<file path="src/rtl/core/spi_fram_device_model_unit_defines.svh">
// Assertion macros shared by the FRAM device model RTL.
// No dependencies; included by the modules that carry assertions.
`ifndef SPI_FRAM_DEVICE_MODEL_UNIT_DEFINES_SVH
`define SPI_FRAM_DEVICE_MODEL_UNIT_DEFINES_SVH

// Same-cycle implication, disabled while reset is asserted
`define SFDM_ASSERT_NOW(label, clk, rst_n, ante, cons) \
    label: assert property (@(posedge clk) disable iff (!(rst_n)) (ante) |-> (cons)) \
        else $error("sfdm assertion failed");

// Next-cycle implication, disabled while reset is asserted
`define SFDM_ASSERT_NEXT(label, clk, rst_n, ante, cons) \
    label: assert property (@(posedge clk) disable iff (!(rst_n)) (ante) |=> (cons)) \
        else $error("sfdm assertion failed");

`endif

</file>
<file path="src/rtl/core/sfdm_ram.sv">
// Generic single-port RAM with registered read, no reset on contents.
// No dependencies.
module sfdm_ram #(
    parameter int WIDTH = 8,
    parameter int DEPTH = 256
) (
    input  logic                     i_clk,
    input  logic                     i_we,
    input  logic                     i_re,
    input  logic [$clog2(DEPTH)-1:0] i_addr,
    input  logic [WIDTH-1:0]         i_wdata,
    output logic [WIDTH-1:0]         o_rdata
);

    logic [WIDTH-1:0] r_mem [DEPTH];
    logic [WIDTH-1:0] r_rdata;

    // Write port and registered read; read data holds between reads
    always_ff @(posedge i_clk) begin
        if (i_we) begin
            r_mem[i_addr] <= i_wdata;
        end
        if (i_re) begin
            r_rdata <= r_mem[i_addr];
        end
    end

    assign o_rdata = r_rdata;

endmodule

</file>
<file path="config.mk">
export PLATFORM = sky130hd
export DESIGN_NAME = sfdm_ram
export DESIGN_NICKNAME = d
export VERILOG_FILES = /design/src/rtl/core/spi_fram_device_model_unit_defines.svh /design/src/rtl/core/sfdm_ram.sv
export SDC_FILE = /design/constraint.sdc
export NUM_CORES = 2
export LEC_CHECK = 0
export BUFFER_PORTS_ARGS = -buffer_cell sky130_fd_sc_hd__clkbuf_2
export CAP_MARGIN = 40
export CORE_MARGIN = 4
export CORE_UTILIZATION = 60
export DETAILED_ROUTE_END_ITERATION = 7
export PLACE_DENSITY = 0.81
export RECOVER_POWER = 25
export SLEW_MARGIN = 30
export SYNTH_ARGS = -nofsm -noshare
export SYNTH_HDL_FRONTEND = slang
export SYNTH_SLANG_ARGS = --single-unit
</file>
<file path="constraint.sdc">
create_clock -name i_clk -period 2.7 [get_ports i_clk]
set_input_delay 0.135 -clock i_clk [delete_from_list [all_inputs] [get_ports i_clk]]
set_output_delay 0.135 -clock i_clk [all_outputs]
set_load 0.1 [all_outputs]
</file>
======== After elaboration in Yosys (flattened, before gate mapping) ========
Memory sizes are Yosys's and may differ from the RTL's. A register that Yosys moved wholly into a read port is not among the register bits.
Cells that the tools add are included.
cells by class
  multiplexer cells ....................... 2
operators with widths
  operator  number
  $mux W1   2
storage, ports and cells
  input bits .............................. 19
  output and inout bits ................... 8
  memories ................................ 1
  RAM bits ................................ 2048
  flip-flop bits (word level) ............. 0
memory list
  memory  words  bits a word  rd ports  clocked after Yosys merged registers in  wr ports  line            RTL
  r_mem   256    8            1         1                                        1         sfdm_ram.sv:15  logic [WIDTH-1:0] r_mem [DEPTH];

======== Longest topological paths before layout ========
  depth after elaboration ................. 2
  gate-level depth with buffers ........... 10
  depth with buffers taken out ............ 5

======== Least setup slack after synthesis ========
OpenSTA, ideal clock, no wires.
  kind .................................... input-to-reg
  start point ............................. input i_addr[1]
  end point ............................... memory r_mem[111][0] (enable)
  stages on the path ...................... 9
  data arrival time ....................... 1.984 ns
  slack ................................... 0.346 ns
  required time ........................... 2.330 ns
  path buffers ............................ 5
  path through ............................ buf_2 clkbuf_1 clkbuf_1 nand2_1 buf_2 nor2_1 nand2_1 clkbuf_1 nor2_1
RTL lines
  element          line            RTL
  start, declared  sfdm_ram.sv:10  input logic [$clog2(DEPTH)-1:0] i_addr,
  end, declared    sfdm_ram.sv:15
No word-level cell before the write port.

==> reports/results.ini <==
[clocking]
clk_pin_slew_ps=70
cts_buffers=197
ctsLongestPathBuffers=3
clk_latency_ps=810
h-tree-depth=4
cts.sinks=2056
postCtsSetupRepairBufs=0
cts_root_buf=clkbuf_16
cts_tree=built

[worst_setup_path]
path_cells=mux4_2, a22oi_1, a21oi_1, o41ai_1, buf_4, nand4_1
cpMaxStageDelayCell=o41ai_1
cpLargestDelayFamily=compound AO/OA/AOI/OAI gates
required_ps=3250
path_buf_inv=1
criticalPathCategory=reg -> reg
critPathLaunchType=register
cp-end-kind=register
crit_arrival_ps=3250
slowest_delay_ps=690
worstPathMaxFanout=1

[placement]
placed_area_um2=85300
port_buffers=26
hpwlAfterDp_mm=118
gp_congestion=0.863
placed_cells=5677

[layout]
area_growth_pct=16.7
nets=4162
final_util_pct=70.6
nFillCells=7086
fin_area_um2=91700
multi_input_area_um2=15800
area.sequential_um2=61700
final_cells=6059
drive_above_1_share_pct=33.2

[routing]
first_iter_violations=6929
viasPerCell=6.95
vias=42100
wl_per_cell_um=34.1
postRouteWirelength_mm=207
antenna_left=0
dr.pass1.iters=6
drc_errors=0

[sta]
max_slew_margin_pct=-48.0
tns_ps=0
finalHoldViolations=0
maxSlewViolCount=563
fmax_ghz=0.370
worst_pin_slew_ps=2220
finalCriticalPeriod_ps=2700
post-route-period-util_pct=100
final-setup-viol-count=0
rsz0062_at_grt=no
finalClockSkew_ps=25.0

[yosys]
yosys_warnings=0
synth_nets=3566
syn_area_um2=78600
ys_types=21
synthCells=3547
ys_seq_elements=2056
syn_avg_cell_area_um2=22.2
ys_seq_area_share_pct=78.6

[global_routing]
grt_pass1_wl_mm=302
grt_max_degree=105
grt_pass1_vias=43300
antenna_found_initial=10
groute.usage.overall_pct=30.8
grt_overflow=0

[power]
report.power.total_mw=66.0
pwr_density_cell_nw_per_um2=720
leakagePower_nw=29.3
peakVddDrop_mv=0.688

[die]
boundaryPins=27
die_h_um=370
rows=132
dieArea_um2=137000
core_area_um2=130000
initial_core_util_pct=60.5
die_x_um=370

[outcome]
failed_checks=capacitance limit, slew limit
outcome=finished, violations left

[flow_run]
drv_cap=7

[worst_hold_path]
hold_path.class=in -> reg

-- per-stage QoR --
stage / hold slack (ps) / setup WS [ps]
finish: 276 / 0.0810
global route: 247 / 0.386
CTS: 202 / 49.5
detailed placement: 630 / -641
global placement: 636 / -712
floorplan: 234 / 346
-- timing repair --
item | CTS | global route
endpoints found under the setup margin | 4 | 0
gates resized for setup | 4 | 0
hold buffers | 9 | 0
endpoints found under the hold margin | 512 | 0
-- layout make-up --
type | instances | share of cell area (%)
inverter | 1 | 0.00409
antenna | 4 | 0.0109
clock buffer | 234 | 5.65
timing repair buffer | 629 | 6.07
multi-input combinational | 1258 | 17.2
clock inverter | 135 | 1.32
tap | 1742 | 2.38
sequential | 2056 | 67.3
-- report_power, final --
| group | total (mW) | internal (mW) | leakage [nW] | switching (mW) |
|---|---|---|---|---|
| combinational | 3.41 | 1.26 | 7.67 | 2.14 |
| clock | 27.4 | 15.5 | 3.13 | 11.8 |
| sequential | 35.2 | 35.2 | 18.5 | 0.0398 |
-- worst min-delay path: cells and delay by family --
kind,cells,cell delay (ps)
buffers and inverters,3,510
AND/OR/NAND/NOR,2,260
-- registers in the layout, summed over array words and instances (netlist names) --
| name | cells |
|---|---|
| o_rdata | 8 |
| r_mem | 2048 |
-- synthesized netlist by cell type, drive strengths merged --
library cell	n	share of area, %
a21oi	128	0.82
a22oi	256	2.4
and2	3	0.024
buf	87	0.70
clkbuf	145	0.69
edfxtp	2056	79
inv	1	0.0048
mux4	512	15
nand2	28	0.13
nand2b	6	0.048
nand3	13	0.083
nand4	8	0.064
nor2	232	1.1
nor2b	7	0.056
nor3	30	0.19
o41ai	32	0.36
or2	2	0.016
or3	1	0.0080
-- layout by cell type (no fill, tap or decap), drive strengths merged --
| master | count |
|---|---|
| nand4 | 8 |
| bufinv | 19 |
| diode | 4 |
| nor2b | 7 |
| a22oi | 256 |
| or2 | 2 |
| o41ai | 32 |
| nand2 | 28 |
| and2 | 3 |
| clkinv | 101 |
| mux4 | 512 |
| clkinvlp | 7 |
| a21oi | 128 |
| dlygate4sd3 | 9 |
| clkbuf | 265 |
| edfxtp | 2056 |
| buf | 588 |
| nand2b | 6 |
| clkdlybuf4s15 | 1 |
| inv | 9 |
| or3 | 1 |
| nor2 | 232 |
| nor3 | 30 |
| nand3 | 13 |
-- cell families after synthesis --
group,after synthesis,synth area share [%]
compound gates,416,3.62
buf+inv,233,1.40
flops,2056,78.6
mux,512,14.7
simple gates,330,1.73
-- per-layer routing --
metal,vias to the layer above,GRT usage (%),routed length (um)
met4,8,15.4,12200
met3,699,7.35,24800
met2,3523,48.7,101000
met5,-,0,53
li1,16300,-,-
met1,21500,40.9,68900
-- final timing paths --
check | from | endpoint | slack, ps | cells past startpoint
worst min-delay path | i_we | r_mem[183][6] | 280 | 5
worst min register to register | r_mem[71][0] | o_rdata[0] | 1120 | 5
worst max-delay path | r_mem[40][6] | o_rdata[6] | 0.08 | 6
worst max register to register | r_mem[40][6] | o_rdata[6] | 0.08 | 6
(Power assumes the default switching activity.)
