File: src/rtl/core/spi_fram_device_model_unit_defines.svh
// Assertion macros shared by the FRAM device model RTL.
// No dependencies; included by the modules that carry assertions.
`ifndef SPI_FRAM_DEVICE_MODEL_UNIT_DEFINES_SVH
`define SPI_FRAM_DEVICE_MODEL_UNIT_DEFINES_SVH

// Same-cycle implication, disabled while reset is asserted
`define SFDM_ASSERT_NOW(label, clk, rst_n, ante, cons) \
    label: assert property (@(posedge clk) disable iff (!(rst_n)) (ante) |-> (cons)) \
        else $error("sfdm assertion failed");

// Next-cycle implication, disabled while reset is asserted
`define SFDM_ASSERT_NEXT(label, clk, rst_n, ante, cons) \
    label: assert property (@(posedge clk) disable iff (!(rst_n)) (ante) |=> (cons)) \
        else $error("sfdm assertion failed");

`endif

File: src/rtl/core/sfdm_pkg.sv
// Package for the FRAM device model: command codes, frame phases, shared types.
// No dependencies.
package sfdm_pkg;

    // Default memory address width (8 KiB array)
    localparam int MEM_ADDR_BITS_DEF = 13;

    // Bus widths fixed by the interface
    localparam int BYTE_W = 8;
    localparam int ADDR_W = 16;
    localparam int ID_W   = 32;

    // Device ID after reset
    localparam logic [ID_W-1:0] DEVICE_ID_RST = 32'h047F_0101;

    // SPI command opcodes
    localparam logic [BYTE_W-1:0] CMD_WRITE = 8'h02;
    localparam logic [BYTE_W-1:0] CMD_READ  = 8'h03;
    localparam logic [BYTE_W-1:0] CMD_WREN  = 8'h06;
    localparam logic [BYTE_W-1:0] CMD_RDID  = 8'h9f;

    // Input beat kinds
    localparam logic OP_XFER     = 1'b0;
    localparam logic OP_DESELECT = 1'b1;

    // Frame phase
    typedef enum logic [2:0] {
        PH_IDLE,
        PH_ADDR_HI,
        PH_ADDR_LO,
        PH_DATA,
        PH_ID,
        PH_IGNORE
    } t_phase;

    // Memory access request from frame control to the array
    typedef struct packed {
        logic we;
        logic re;
    } t_mem_req;

endpackage

File: src/rtl/core/sfdm_frame_ctrl.sv
// Frame control for the FRAM device model: command decode, address, WEL, ID.
// Depends on sfdm_pkg and spi_fram_device_model_unit_defines.svh.
`include "spi_fram_device_model_unit_defines.svh"

module sfdm_frame_ctrl #(
    parameter int MEM_ADDR_BITS = sfdm_pkg::MEM_ADDR_BITS_DEF
) (
    input  logic                             i_clk,
    input  logic                             i_rst_n,
    input  logic                             i_accept,
    input  logic                             i_opcode,
    input  logic [sfdm_pkg::BYTE_W-1:0]      i_mosi_byte,
    input  logic                             i_cfg_wr_en,
    input  logic [sfdm_pkg::ID_W-1:0]        i_cfg_wr_data,
    output sfdm_pkg::t_mem_req               o_mem,
    output logic [MEM_ADDR_BITS-1:0]         o_mem_addr,
    output logic [sfdm_pkg::BYTE_W-1:0]      o_miso_byte
);

    sfdm_pkg::t_phase                r_phase, n_phase;
    logic [sfdm_pkg::BYTE_W-1:0]     r_cmd, n_cmd;
    logic [sfdm_pkg::ADDR_W-1:0]     r_addr, n_addr;
    logic                            r_wel, n_wel;
    logic [2:0]                      r_id_idx, n_id_idx;
    logic [sfdm_pkg::ID_W-1:0]       r_dev_id;
    logic [sfdm_pkg::BYTE_W-1:0]     id_byte;
    sfdm_pkg::t_mem_req              mem;
    logic [sfdm_pkg::BYTE_W-1:0]     miso;

    // ID byte for the current index, manufacturer byte first
    always_comb begin
        unique case (r_id_idx[1:0])
            2'd0:    id_byte = r_dev_id[31:24];
            2'd1:    id_byte = r_dev_id[23:16];
            2'd2:    id_byte = r_dev_id[15:8];
            default: id_byte = r_dev_id[7:0];
        endcase
    end

    // Next frame phase
    always_comb begin
        n_phase = r_phase;
        if (i_accept) begin
            if (i_opcode == sfdm_pkg::OP_DESELECT) begin
                n_phase = sfdm_pkg::PH_IDLE;
            end else begin
                unique case (r_phase)
                    sfdm_pkg::PH_IDLE: begin
                        priority if (i_mosi_byte == sfdm_pkg::CMD_READ) begin
                            n_phase = sfdm_pkg::PH_ADDR_HI;
                        end else if (i_mosi_byte == sfdm_pkg::CMD_WRITE) begin
                            n_phase = r_wel ? sfdm_pkg::PH_ADDR_HI : sfdm_pkg::PH_IGNORE;
                        end else if (i_mosi_byte == sfdm_pkg::CMD_RDID) begin
                            n_phase = sfdm_pkg::PH_ID;
                        end else begin
                            n_phase = sfdm_pkg::PH_IGNORE;
                        end
                    end
                    sfdm_pkg::PH_ADDR_HI: n_phase = sfdm_pkg::PH_ADDR_LO;
                    sfdm_pkg::PH_ADDR_LO: n_phase = sfdm_pkg::PH_DATA;
                    sfdm_pkg::PH_DATA:    n_phase = sfdm_pkg::PH_DATA;
                    sfdm_pkg::PH_ID:      n_phase = sfdm_pkg::PH_ID;
                    default:              n_phase = sfdm_pkg::PH_IGNORE;
                endcase
            end
        end
    end

    // Per-beat outputs and data-path register updates
    always_comb begin
        n_cmd    = r_cmd;
        n_addr   = r_addr;
        n_wel    = r_wel;
        n_id_idx = r_id_idx;
        mem      = '0;
        miso     = '0;
        if (i_accept) begin
            if (i_opcode == sfdm_pkg::OP_DESELECT) begin
                // an accepted WRITE frame drops the latch at deselect
                if (r_cmd == sfdm_pkg::CMD_WRITE && r_phase != sfdm_pkg::PH_IDLE &&
                    r_phase != sfdm_pkg::PH_IGNORE) begin
                    n_wel = 1'b0;
                end
            end else begin
                unique case (r_phase)
                    sfdm_pkg::PH_IDLE: begin
                        n_cmd = i_mosi_byte;
                        if (i_mosi_byte == sfdm_pkg::CMD_WREN) begin
                            n_wel = 1'b1;
                        end
                        if (i_mosi_byte == sfdm_pkg::CMD_RDID) begin
                            n_id_idx = '0;
                        end
                    end
                    sfdm_pkg::PH_ADDR_HI: begin
                        n_addr = {i_mosi_byte, r_addr[7:0]};
                    end
                    sfdm_pkg::PH_ADDR_LO: begin
                        n_addr = {r_addr[15:8], i_mosi_byte};
                    end
                    sfdm_pkg::PH_DATA: begin
                        if (r_cmd == sfdm_pkg::CMD_READ) begin
                            mem.re = 1'b1;
                        end else begin
                            mem.we = 1'b1;
                        end
                        n_addr = r_addr + 16'd1;
                    end
                    sfdm_pkg::PH_ID: begin
                        // four ID bytes, zeros after
                        if (!r_id_idx[2]) begin
                            miso     = id_byte;
                            n_id_idx = r_id_idx + 3'd1;
                        end
                    end
                    default: begin
                    end
                endcase
            end
        end
    end

    // Frame state
    always_ff @(posedge i_clk) begin
        if (!i_rst_n) begin
            r_phase  <= sfdm_pkg::PH_IDLE;
            r_cmd    <= '0;
            r_addr   <= '0;
            r_wel    <= 1'b0;
            r_id_idx <= '0;
        end else begin
            r_phase  <= n_phase;
            r_cmd    <= n_cmd;
            r_addr   <= n_addr;
            r_wel    <= n_wel;
            r_id_idx <= n_id_idx;
        end
    end

    // Device ID register
    always_ff @(posedge i_clk) begin
        if (!i_rst_n) begin
            r_dev_id <= sfdm_pkg::DEVICE_ID_RST;
        end else if (i_cfg_wr_en) begin
            r_dev_id <= i_cfg_wr_data;
        end
    end

    assign o_mem       = mem;
    assign o_mem_addr  = r_addr[MEM_ADDR_BITS-1:0];
    assign o_miso_byte = miso;

    // A memory write only happens inside a frame opened with the latch set
    `SFDM_ASSERT_NOW(a_write_needs_wel, i_clk, i_rst_n, mem.we, r_wel)
    // Deselect always returns to command phase
    `SFDM_ASSERT_NEXT(a_deselect_idle, i_clk, i_rst_n, i_accept && (i_opcode == sfdm_pkg::OP_DESELECT), r_phase == sfdm_pkg::PH_IDLE)
    // Never read and write the array in the same beat
    `SFDM_ASSERT_NOW(a_mem_excl, i_clk, i_rst_n, mem.re, !mem.we)

endmodule

File: config.mk
export PLATFORM = sky130hd
export DESIGN_NAME = sfdm_frame_ctrl
export DESIGN_NICKNAME = d
export VERILOG_FILES = /design/src/rtl/core/sfdm_pkg.sv /design/src/rtl/core/sfdm_frame_ctrl.sv
export VERILOG_INCLUDE_DIRS = /design/src /design/src/rtl/core
export SDC_FILE = /design/constraint.sdc
export NUM_CORES = 1
export LEC_CHECK = 0
export BUFFER_PORTS_ARGS = -buffer_cell sky130_fd_sc_hd__buf_2
export CORE_MARGIN = 3
export CORE_UTILIZATION = 46
export DETAILED_ROUTE_END_ITERATION = 6
export PLACE_DENSITY = 0.78
export SYNTH_ARGS = -nofsm -noshare
export SYNTH_HDL_FRONTEND = slang
export SYNTH_SLANG_ARGS = --single-unit
File: constraint.sdc
create_clock -name i_clk -period 3.9 [get_ports i_clk]
set_clock_uncertainty 0.1 [all_clocks]
set_input_delay 0.78 -clock i_clk [delete_from_list [all_inputs] [get_ports i_clk]]
set_output_delay 0.78 -clock i_clk [all_outputs]
set_load 0.02 [all_outputs]
After elaboration in Yosys (flattened, before gate mapping)
Cells that the tools add are included.

word-level totals
  flip-flop bits (word level) = 63
  output and inout bits = 23
  input port bits = 45
  logic and storage cells = 70

operators by class
  eq/ne operators = 16
  bitwise logic cells = 3
  muxes and demuxes = 24
  add/sub/neg operators = 2
  reduce and logical (&&, ||, !) cells = 17

operators by type and width
  kind                                                                    count
  16-bit one-hot mux with 3 select lines                                  1
  8-bit by 2-bit equality test with 1-bit output (second input constant)  4
  8-bit two-way mux                                                       4
  8-bit one-hot mux with 3 select lines                                   1
  3-bit two-way mux                                                       6
  16-bit by 1-bit adder with 16-bit output (second input constant)        1
  4-bit AND reduction                                                     4
  3-bit one-hot mux with 4 select lines                                   1
  2-bit nonzero test                                                      5
  8-bit by 3-bit equality test with 1-bit output (second input constant)  1
  8-bit equality test (second input constant)                             1
  1-bit two-way mux                                                       7
  3-bit by 2-bit equality test with 1-bit output (second input constant)  2
  2-bit two-way mux                                                       3
  3-bit one-hot mux with 2 select lines                                   1
  5-bit AND reduction                                                     1
  2-bit inequality test (second input constant)                           2
  3-bit by 1-bit adder with 3-bit output (second input constant)          1
  3-bit by 1-bit equality test with 1-bit output (second input constant)  1
  3-bit equality test (second input constant)                             1
  3-bit zero test                                                         1
  3-bit inequality test (second input constant)                           1
  1-bit NOT                                                               3
  3-bit AND reduction                                                     1
  7 further kinds                                                         8

Longest topological paths before layout
  depth after elaboration = 6
  gate-level depth with buffers = 7
  mapped depth without buffers = 6

Worst setup path before layout
OpenSTA, ideal clock, no wires.

  path type = in2out
  start = in i_opcode
  end = out o_miso_byte[0] (netlist bit)
  cell stages on the path = 4
  setup slack = 1237 ps
  arrival = 1783 ps
  cells stage by stage = nor4b_2 > nand3b_1 > clkbuf_1 > nor2_1

between the ends
  word-level cells in the longest chain between the ends = 2

ends and longest elaborated chain
  item                line                   RTL
  start: declaration  sfdm_frame_ctrl.sv:11  input logic i_opcode,
  8-bit two-way mux   sfdm_frame_ctrl.sv:78  if (i_opcode == sfdm_pkg::OP_DESELECT) begin
  8-bit two-way mux   sfdm_frame_ctrl.sv:77  if (i_accept) begin
  end: declaration    sfdm_frame_ctrl.sv:17  output logic [sfdm_pkg::BYTE_W-1:0] o_miso_byte

Every way passes these cells.

Final worst setup path
  start = reg r_phase[0]
  end = out o_miso_byte[3] (netlist bit)

between the ends
  word-level cells in the longest chain between the ends = 4

ends and longest elaborated chain
  item                      line                    RTL
  start: declaration        sfdm_frame_ctrl.sv:20   sfdm_pkg::t_phase r_phase, n_phase;
  start signal: assignment  sfdm_frame_ctrl.sv:126  r_phase <= sfdm_pkg::PH_IDLE;
  start signal: assignment  sfdm_frame_ctrl.sv:132  r_phase <= n_phase;
  3-bit equality test       sfdm_frame_ctrl.sv:85   unique case (r_phase)
  8-bit two-way mux         sfdm_frame_ctrl.sv:85
  8-bit two-way mux         sfdm_frame_ctrl.sv:78
  8-bit two-way mux         sfdm_frame_ctrl.sv:77

Every way passes these cells.

==> impl_metrics.ini <==
[grt]
grt_pass1_vias = 2679
initial_antenna_violation_count = 0
grt_first_pass_wirelength_um = 12670
track_usage = 0.2133
grt_start_max_net_pins = 33
grt_remaining_overflow = 0

[sta]
setup_viol = 0
worst_slack_ns = 0.6666
hold_viol = 0
finalWorstPathRequiredPeriod_ns = 3.233
maxClockFrequency_mhz = 309.3
finalSetupTns_ns = 0
slew_at_the_pin_closest_to_its_max_slew_limit_ns = 0.9141
grt_setup_unrepaired = false
timing.slew.headroom = 0.3906
slew_limit_fails = 0
min_period_over_period = 0.8291

[logic_synthesis]
synthesis.nets = 400
ys_async_sr_fraction = 0
post_synth_xor_area_fraction = 0.002965
synth_compound_area_frac = 0.1724
synth_edf_count = 0
synthMuxAreaShare = 0.1186
postSynthAreaPerCell_um2 = 8.440
synthesis_stage_register_bit_count = 60
synthesis.area_mm2 = 0.002954
synthSimpleGateAreaFrac = 0.2308
synth_adder_area_share = 0.02118
count_of_distinct_cell_types_in_the_synthesized_netlist = 50
syn-instance-count = 350
synth_flop_cell = sky130_fd_sc_hd__dfxtp_1
seq_area_frac_synth = 0.4066
synth_top_family_by_area = simple AND/OR/NAND/NOR gates
synth-warning-count = 0

[setup_path]
worst_setup_path_end_kind = primary output
cp_cell_sequence = nor4b_2 > nand3b_1 > nor2_1 > buf_2
r2r_setup_slack_ns = 1.60
required_time_at_the_worst_slack_endpoint_ns = 3.02
crit_fanout = 26
cpPeakStageDelay_ns = 0.59
worst_ep_arrival_ns = 2.35
timing.setup.critical_path_class = flip-flop to primary output
crit_slowest_cell = sky130_fd_sc_hd__dfxtp_1
cp-start-kind = flip-flop

[final_layout]
drive_above_1_share = 0.2230
antenna_cells_inserted = 0
fillcell_total = 553
area_of_the_multi_input_gates_mm2 = 0.001613
area_delta_synth_final_pct = 19.36
area.sequential_mm2 = 0.001201
layout.nets = 454

[cts]
cts_hold_repair.buffers = 0
worst_skew_pair_latency_ns = 0.34
cts_resizes = 0
number_of_buffers_added_by_the_clock_tree_synthesis_step = 9
post-cts-setup-buffers = 0
cts_root_buf = sky130_fd_sc_hd__clkbuf_8
path_clk_slew_ns = 0.07
h_tree_depth = 3
tritoncts_num_sinks = 60
tritoncts = done
cts_buffer_depth = 2

[route]
drtPass1Iterations = 5
avgRoutedWirePerCell_um = 15.76
drt-initial-drc-count = 268
route.detailed.vias_per_inst = 5.754
vias_after_detailed_routing = 2779
route.detailed.drc = 0
route.antenna.remaining_nets = 0
routed_wirelength_um = 7611

[floorplan]
die_w_um = 86.14
fp.coreArea_mm2 = 0.006061
dieArea_mm2 = 0.007419
floorplan.die.height_um = 86.14
initial_util = 0.4874
row_count = 28
design.portCount = 68

[pwr]
report.power.total_mw = 1.482
p_leak_nw = 1.503
power.ir.vdd_worst_uv = 299.9
power_density_mw_per_mm2 = 420.4

[hold_path]
hold_class = flip-flop to flip-flop

[status]
status = completed

[flow_run]
drv_cap = 0

[placement]
port_buffer_count = 67
detailedPlace.worstSlack_ns = 0.8135
gp_congestion = 0.8931
detail_placement_hpwl_um = 5270
[cell type report]
class | count | area share
Tap cell | 75 | 0.02661
Multi-Input combinational cell | 256 | 0.4574
Inverter | 8 | 0.008517
Timing Repair Buffer | 69 | 0.09936
Clock buffer | 10 | 0.03903
Sequential cell | 60 | 0.3407
Clock inverter | 5 | 0.02839
[placed cells by master, fill, tap and decap left out, types with 4 or more instances in the layout]
cell,count
sky130_fd_sc_hd__a211oi_1,4
sky130_fd_sc_hd__nor2_1,46
sky130_fd_sc_hd__nor3_1,4
sky130_fd_sc_hd__clkbuf_8,10
sky130_fd_sc_hd__o21ai_0,13
sky130_fd_sc_hd__a222oi_1,8
sky130_fd_sc_hd__ha_1,5
sky130_fd_sc_hd__a21oi_1,30
sky130_fd_sc_hd__inv_1,8
sky130_fd_sc_hd__nand3_1,8
sky130_fd_sc_hd__dfxtp_1,60
sky130_fd_sc_hd__mux2i_1,35
sky130_fd_sc_hd__buf_2,67
sky130_fd_sc_hd__nand2_1,46
[metal layers]
| layer | wire length [µm] | GRT usage |
|---|---|---|
| met3 | 517 | 0.04323 |
| met1 | 3339 | 0.2735 |
| met4 | 139 | 0.09928 |
| met5 | 0 | 0 |
| met2 | 3614 | 0.3427 |
[cells in the mapped netlist (2+ instances only)]
library cell | n | area (µm²)
sky130_fd_sc_hd__o21ai_0 | 13 | 65.06
sky130_fd_sc_hd__nand3b_1 | 2 | 15.01
sky130_fd_sc_hd__nor3_1 | 4 | 20.02
sky130_fd_sc_hd__a222oi_1 | 8 | 80.08
sky130_fd_sc_hd__dfxtp_1 | 60 | 1201
sky130_fd_sc_hd__nor2_1 | 46 | 172.7
sky130_fd_sc_hd__a211oi_1 | 4 | 30.03
sky130_fd_sc_hd__nor4_1 | 3 | 18.77
sky130_fd_sc_hd__nand3_1 | 8 | 40.04
sky130_fd_sc_hd__mux2i_1 | 35 | 350.3
sky130_fd_sc_hd__o211ai_1 | 2 | 15.01
sky130_fd_sc_hd__clkbuf_1 | 13 | 48.80
sky130_fd_sc_hd__nor2b_1 | 3 | 18.77
sky130_fd_sc_hd__or3_1 | 2 | 12.51
sky130_fd_sc_hd__or4_1 | 2 | 15.01
sky130_fd_sc_hd__buf_2 | 10 | 50.05
sky130_fd_sc_hd__o21a_1 | 3 | 22.52
sky130_fd_sc_hd__nand4bb_1 | 3 | 33.78
sky130_fd_sc_hd__ha_1 | 5 | 62.56
sky130_fd_sc_hd__nor4b_2 | 2 | 30.03
sky130_fd_sc_hd__inv_1 | 8 | 30.03
sky130_fd_sc_hd__a31oi_1 | 2 | 12.51
sky130_fd_sc_hd__nor3b_1 | 3 | 22.52
sky130_fd_sc_hd__buf_1 | 3 | 11.26
sky130_fd_sc_hd__a22oi_1 | 2 | 15.01
sky130_fd_sc_hd__nand2_1 | 46 | 172.7
sky130_fd_sc_hd__o31ai_1 | 3 | 22.52
sky130_fd_sc_hd__o32ai_1 | 2 | 17.52
sky130_fd_sc_hd__nand2b_1 | 3 | 18.77
sky130_fd_sc_hd__a21oi_1 | 30 | 150.1
[power by group]
part	switching (mW)	internal [mW]	total (mW)
clock	0.244	0.436	0.680
combinational	0.0761	0.0625	0.139
sequential	0.0232	0.640	0.663
[worst max-delay path: cells and delay by family (launching register included)]
family        cells  cell delay, ns
buf+inv           1            0.19
flops             1            0.59
simple gates      3            1.23
[cells by family (layout without fill, tap and decap cells)]
logic type | count (synthesis) | after routing
AOI/OAI and AO/OA | 78 | 78
buffers and inverters | 34 | 92
muxes | 35 | 35
and+or+nand+nor | 137 | 137
DFF | 60 | 60
adders and majority gates | 5 | 5
xor gates and xnor gates | 1 | 1
[sequential cells by signal, summed over array words and instances (netlist names)]
name,count
r_phase,3
r_dev_id,32
r_wel,1
r_addr,13
r_id_idx,3
r_cmd,8
[final timing paths]
kind                            cells after the start                      end                    start
worst max-delay path                                4           o_miso_byte[3]  r_phase[0]$_SDFFE_PN0P_
worst min-delay path                                2    r_cmd[1]$_SDFFE_PN0P_    r_cmd[1]$_SDFFE_PN0P_
worst max register to register                      4  r_addr[11]$_SDFFE_PN0P_  r_phase[0]$_SDFFE_PN0P_
worst min register to register                      2    r_cmd[1]$_SDFFE_PN0P_    r_cmd[1]$_SDFFE_PN0P_
[per-stage QoR]
stage	utilization	hold WS [ns]	area, µm²	instances
finish	0.5818	0.3572	3526	483
global placement	0.5425	0.3384	3288	468
floorplan	-	0.3278	2954	350
CTS	0.5818	0.3574	3526	483
global route	0.5818	0.3827	3526	483
detailed placement	0.5425	0.3453	3288	468
Note: power is estimated with default switching activity, not from simulation.
